[src/rtl/core/ilir_pkg.sv]
// Shared constants, codes and the cell command type of the indexed list.
package ilir_pkg;

  localparam int CAPACITY = 64;
  localparam int IDXW     = (CAPACITY > 1) ? $clog2(CAPACITY) : 1;
  localparam int CW       = $clog2(CAPACITY + 1);
  localparam int POSW     = 7;
  localparam int VALW     = 32;
  localparam int PCW_A    = (POSW > CW) ? POSW : CW;
  localparam int PCW      = (PCW_A > IDXW) ? PCW_A : IDXW;
  localparam int GRP      = 8;
  localparam int NGRP     = (CAPACITY + GRP - 1) / GRP;

  typedef enum logic [1:0] {
    KIND_INSERT = 2'd0,
    KIND_REMOVE = 2'd1,
    KIND_READ   = 2'd2,
    KIND_NOP    = 2'd3
  } kind_t;

  typedef enum logic [1:0] {
    ST_DONE  = 2'd0,
    ST_RANGE = 2'd1,
    ST_FULL  = 2'd2,
    ST_RSVD  = 2'd3
  } status_t;

  // Command broadcast to every cell in the accept cycle.
  typedef struct packed {
    logic              ins;
    logic              rem;
    logic              rd;
    logic [PCW-1:0]    pos;
    logic [VALW-1:0]   value;
  } ilir_cmd_t;

endpackage

[src/rtl/core/ilir_cell.sv]
// One slot of the list: holds a value, shifts from a neighbor, offers it for read.
module ilir_cell import ilir_pkg::*; (
  input  logic            clk,
  input  ilir_cmd_t       cmd,
  input  logic [IDXW-1:0] idx,
  input  logic [VALW-1:0] left_val,
  input  logic [VALW-1:0] right_val,
  output logic [VALW-1:0] value,
  output logic [VALW-1:0] rd_val
);

  logic [VALW-1:0] value_r;
  logic [VALW-1:0] value_nxt;
  logic [PCW-1:0]  idx_x;

  assign idx_x = PCW'(idx);

  always_comb begin
    value_nxt = value_r;
    if (cmd.ins) begin
      if (idx_x > cmd.pos) begin
        value_nxt = left_val;
      end else if (idx_x == cmd.pos) begin
        value_nxt = cmd.value;
      end
    end else if (cmd.rem && (idx_x >= cmd.pos)) begin
      value_nxt = right_val;
    end
  end

  always_ff @(posedge clk) begin
    value_r <= value_nxt;
  end

  assign value  = value_r;
  assign rd_val = (cmd.rd && (idx_x == cmd.pos)) ? value_r : '0;

endmodule

[config.mk]
export PLATFORM = sky130hd
export DESIGN_NAME = ilir_cell
export DESIGN_NICKNAME = d
export VERILOG_FILES = /design/src/rtl/core/ilir_pkg.sv /design/src/rtl/core/ilir_cell.sv
export SDC_FILE = /design/constraint.sdc
export NUM_CORES = 1
export LEC_CHECK = 0
export ABC_CLOCK_PERIOD_IN_PS = 3090
export BUFFER_PORTS_ARGS = -buffer_cell sky130_fd_sc_hd__buf_2
export CAP_MARGIN = 20
export CORE_MARGIN = 2
export CORE_UTILIZATION = 49
export CTS_BUF_LIST = sky130_fd_sc_hd__clkbuf_8
export DETAILED_ROUTE_END_ITERATION = 16
export PLACE_DENSITY = 0.89
export SETUP_SLACK_MARGIN = 0.2
export SYNTH_ARGS = -nofsm -noshare
export SYNTH_HDL_FRONTEND = slang
export SYNTH_SLANG_ARGS = --single-unit
export TNS_END_PERCENT = 100
[constraint.sdc]
create_clock -name clk -period 3.09 [get_ports clk]
set_clock_uncertainty 0.1 [all_clocks]
set_input_delay 0.618 -clock clk [delete_from_list [all_inputs] [get_ports clk]]
set_output_delay 0.618 -clock clk [all_outputs]
set_load 0.05 [all_outputs]
==> results summary <==
The area of combinational cells with multiple inputs is 2290 µm². After synthesis, the netlist uses 29 different library cells. The number of buffers inserted during clock tree synthesis came out at 5. The worst hold path begins at left_val[3]. The die width is 90.8 µm. The number of search-and-repair iterations in the first detailed-routing pass came out at 6. The die area came out at 8250 µm². The share of Yosys cell area claimed by the top area cell type came out at 0.260.

Synthesis produced a netlist whose cell count is 444. The count of fill cells added during filler insertion is between 600 and 700. The effective utilization at floorplan came out at 0.507.

The area of the mapped netlist came out at 3690 µm². The post-synthesis async set-or-reset flop share came out at 0. The worst setup path is of the primary input to output pin kind. Setup repair after global routing left no endpoint under its margin.

The count of cell instances traversed by the critical path came out at 8. The die is around 91 µm tall. The tree is rooted in a sky130_fd_sc_hd__clkbuf_8. The portion of the post-synthesis area used by sequential elements came out at 0.260. For this run, the post-layout net count is 711. The register area came out at 961 µm².

Using the TritonRoute via totals, the vias-per-cell ratio works out to 6.73. The total congestion overflow after global routing came out at 0. The via count of the first global-routing pass is 4,502. The data required time of the worst path came out at 2.37 ns. The maximum clock path buffer count is 2. The average cell area after synthesis came out at 8.32 µm². The total half-perimeter wirelength after legalization and detailed placement is 9.48 mm. From synthesis to final layout, the design area changed by 29.5%. The TritonCTS clock tree is yes. The number of design-rule violations left by the first detailed-router iteration is 608.

The critical path data arrival time came out at 2.11 ns. For this block, the routed nets add up to 13.9 mm of wire. The number of warnings printed during yosys synthesis is 0.

The worst slew margin relative to its limit came out at 0.596. The cell area power density is roughly 350 nW/µm². For this run, the top clock speed supported by timing is 353 MHz. The average wire length per cell after detail routing came out at 20.0 µm. The largest fanout on the critical path came out at 32.

The critical path goes through buf_2 -> inv_1 -> ha_1 -> nand4b_4 -> nor2_2 -> buf_12 -> and3_1 -> clkbuf_4. The port buffer count came out at 176. The run finished with clean final reports. Yosys mapped a number of flops with a built-in enable equal to 32. The transition time at the pin with the least slew margin came out at 0.604 ns. The congestion estimate from routability-driven global placement came to 0.943. The critical path capture point is rd_val[28]. The floorplan has 31 rows.

The biggest area contributor in the post-synthesis netlist is sky130_fd_sc_hd__edfxtp_1. In the routed design, unresolved DRC markers number 0. For this run, the leading register cell type out of synthesis is sky130_fd_sc_hd__edfxtp_1.

The share of post-route cells with drive strength above 1 came out at 0.427. In the finished design, the share of the clock period the worst path needs comes to 0.916. 177 I/O pins were placed. After floorplanning, the core was sized to cover 7290 µm². The reported max-cap violation count came out at 0. The peak ir drop on the vdd network came out at 0.000143 V. The number of buffers inserted to repair setup after CTS is 0. The largest stage delay on the critical path came out at between 0.3 and 0.4 ns.

The H-tree depth reported by CTS came out at 2. The summed area of non-filler cells in the final layout is 4790 µm². The flip-flop and latch count after synthesis is 32. The post-place setup slack came out at 0.262 ns.

The static leakage power came out at 2.20 nW. The routed layout has roughly 4,700 vias. In this run the remaining antenna-violating nets after routing total 0. The final critical path time including I/O delays and setup came out at about 2.8 ns.

For this design, the sink count on the clock tree is 32. The maximum number of pins on one net before global-route repair is 35. The smallest setup slack after layout is 0.258 ns. The flip-flop count of the largest register, all copies and words added is 32. The tightest min-delay check is of the primary input to flip-flop type. After clock tree synthesis, the clock-pin slew on the worst setup and hold paths is around 0.080 ns.

The kind of end point of the critical path is an output pin. The number of nets produced by synthesis is 563. The first global-routing pass estimated 21.6 mm of wire. STA classifies the critical path startpoint as a primary input. The max-slew violation count is 0.

The initial antenna violation count is 1. The number of buffers inserted for hold repair after clock tree synthesis came out at 0. The kind of cell adding the most delay to the critical path is simple AND/OR/NAND/NOR gates.

The area after detailed placement is 4650 µm². Among all stages on the critical path, the largest delay is contributed by sky130_fd_sc_hd__ha_1. By area the synthesized netlist is led by sky130_fd_sc_hd__edfxtp_1 (26%), sky130_fd_sc_hd__nor4_1 (11%), sky130_fd_sc_hd__nor4_2 (10%), sky130_fd_sc_hd__and4b_1 (8.7%), sky130_fd_sc_hd__o211ai_1 (6.5%). The count of endpoints failing hold in the final timing report came out at 0. In this run the worst setup path begins at cmd[37]. The final-report setup violation count came out at 0.

The summed negative setup slack over all endpoints came out at 0 ns. The buffers plus inverters on the worst setup path is 4. The overall global routing resource usage came out at 0.318.
[routing by layer]
layer / share of wire / track usage / vias to the layer above
li1: - / - / 2042
met1: 0.35 / 0.373 / 2093
met2: 0.48 / 0.544 / 429
met3: 0.12 / 0.0593 / 103
met4: 0.055 / 0.179 / 0
met5: 0 / 0 / -
[timing repair]
| item | in CTS | in global routing |
|---|---|---|
| endpoints found under the setup margin | 0 | 12 |
| resized for setup | 0 | 12 |
| endpoints found under the hold margin | 0 | 0 |
[cells by family after synthesis]
kind of cell,count (synthesis),synth area share
AOI/OAI and AO/OA,105,0.188
buffers and inverters,101,0.124
DFF,32,0.260
adders and majority gates,6,0.0203
and+or+nand+nor,200,0.408
[report_power, final]
part	total, mW	internal [mW]	switching (mW)
sequential	0.559	0.537	0.0221
combinational	0.734	0.236	0.498
clock	0.402	0.235	0.167
[cell type report]
cell class / instances / share of cell area
clock buffers: 5 / 0.0144
inverters: 39 / 0.0306
diodes: 1 / 0.000523
well taps: 99 / 0.0259
flip-flops and latches: 32 / 0.201
multi-input cells: 311 / 0.479
clock inverters: 3 / 0.00784
repair buffers: 203 / 0.241
[metrics by stage]
stage	hold WS, ns	power (mW)	util	std cells
6_report	0.627	1.70	0.656	693
5_1_grt	0.647	1.75	0.656	693
4_1_cts	0.630	1.68	0.652	692
3_5_place_dp	0.929	1.28	0.637	684
3_3_place_gp	0.917	1.26	0.637	684
2_1_floorplan	0.801	1.05	-	444
[how the worst min path moves through the flow]
stage	endpoint	depth (start not counted)
after detailed placement	value[16]	3
after CTS	value[16]	3
after global routing	value[24]	3
final	value[3]	3
after global placement	value[7]	3
after floorplan	value[10]	2
[synthesized netlist by cell type, types with 4 or more instances]
cell,instances
sky130_fd_sc_hd__buf_6,7
sky130_fd_sc_hd__nor2_1,34
sky130_fd_sc_hd__nor4_1,66
sky130_fd_sc_hd__and3_1,32
sky130_fd_sc_hd__a21oi_1,30
sky130_fd_sc_hd__a31oi_1,33
sky130_fd_sc_hd__o211ai_1,32
sky130_fd_sc_hd__edfxtp_1,32
sky130_fd_sc_hd__ha_1,6
sky130_fd_sc_hd__and4b_1,32
sky130_fd_sc_hd__clkbuf_1,34
sky130_fd_sc_hd__inv_1,39
sky130_fd_sc_hd__nor4_2,30
sky130_fd_sc_hd__a21oi_2,4
sky130_fd_sc_hd__buf_2,19
[cell usage in the layout (no fill, tap or decap), types with 2 or more instances in the layout]
master,netlist,routed
sky130_fd_sc_hd__a21oi_1,30,29
sky130_fd_sc_hd__a21oi_2,4,4
sky130_fd_sc_hd__a21oi_4,1,2
sky130_fd_sc_hd__a31oi_1,33,33
sky130_fd_sc_hd__and3_1,32,32
sky130_fd_sc_hd__and4b_1,32,32
sky130_fd_sc_hd__buf_12,0,3
sky130_fd_sc_hd__buf_2,19,164
sky130_fd_sc_hd__buf_4,1,24
sky130_fd_sc_hd__clkbuf_4,0,12
sky130_fd_sc_hd__clkbuf_8,0,5
sky130_fd_sc_hd__clkinv_1,0,2
sky130_fd_sc_hd__edfxtp_1,32,32
sky130_fd_sc_hd__ha_1,6,6
sky130_fd_sc_hd__inv_1,39,39
sky130_fd_sc_hd__nor2_1,34,33
sky130_fd_sc_hd__nor4_1,66,66
sky130_fd_sc_hd__nor4_2,30,30
sky130_fd_sc_hd__o211ai_1,32,32
Note: power is estimated with default switching activity, not from simulation.
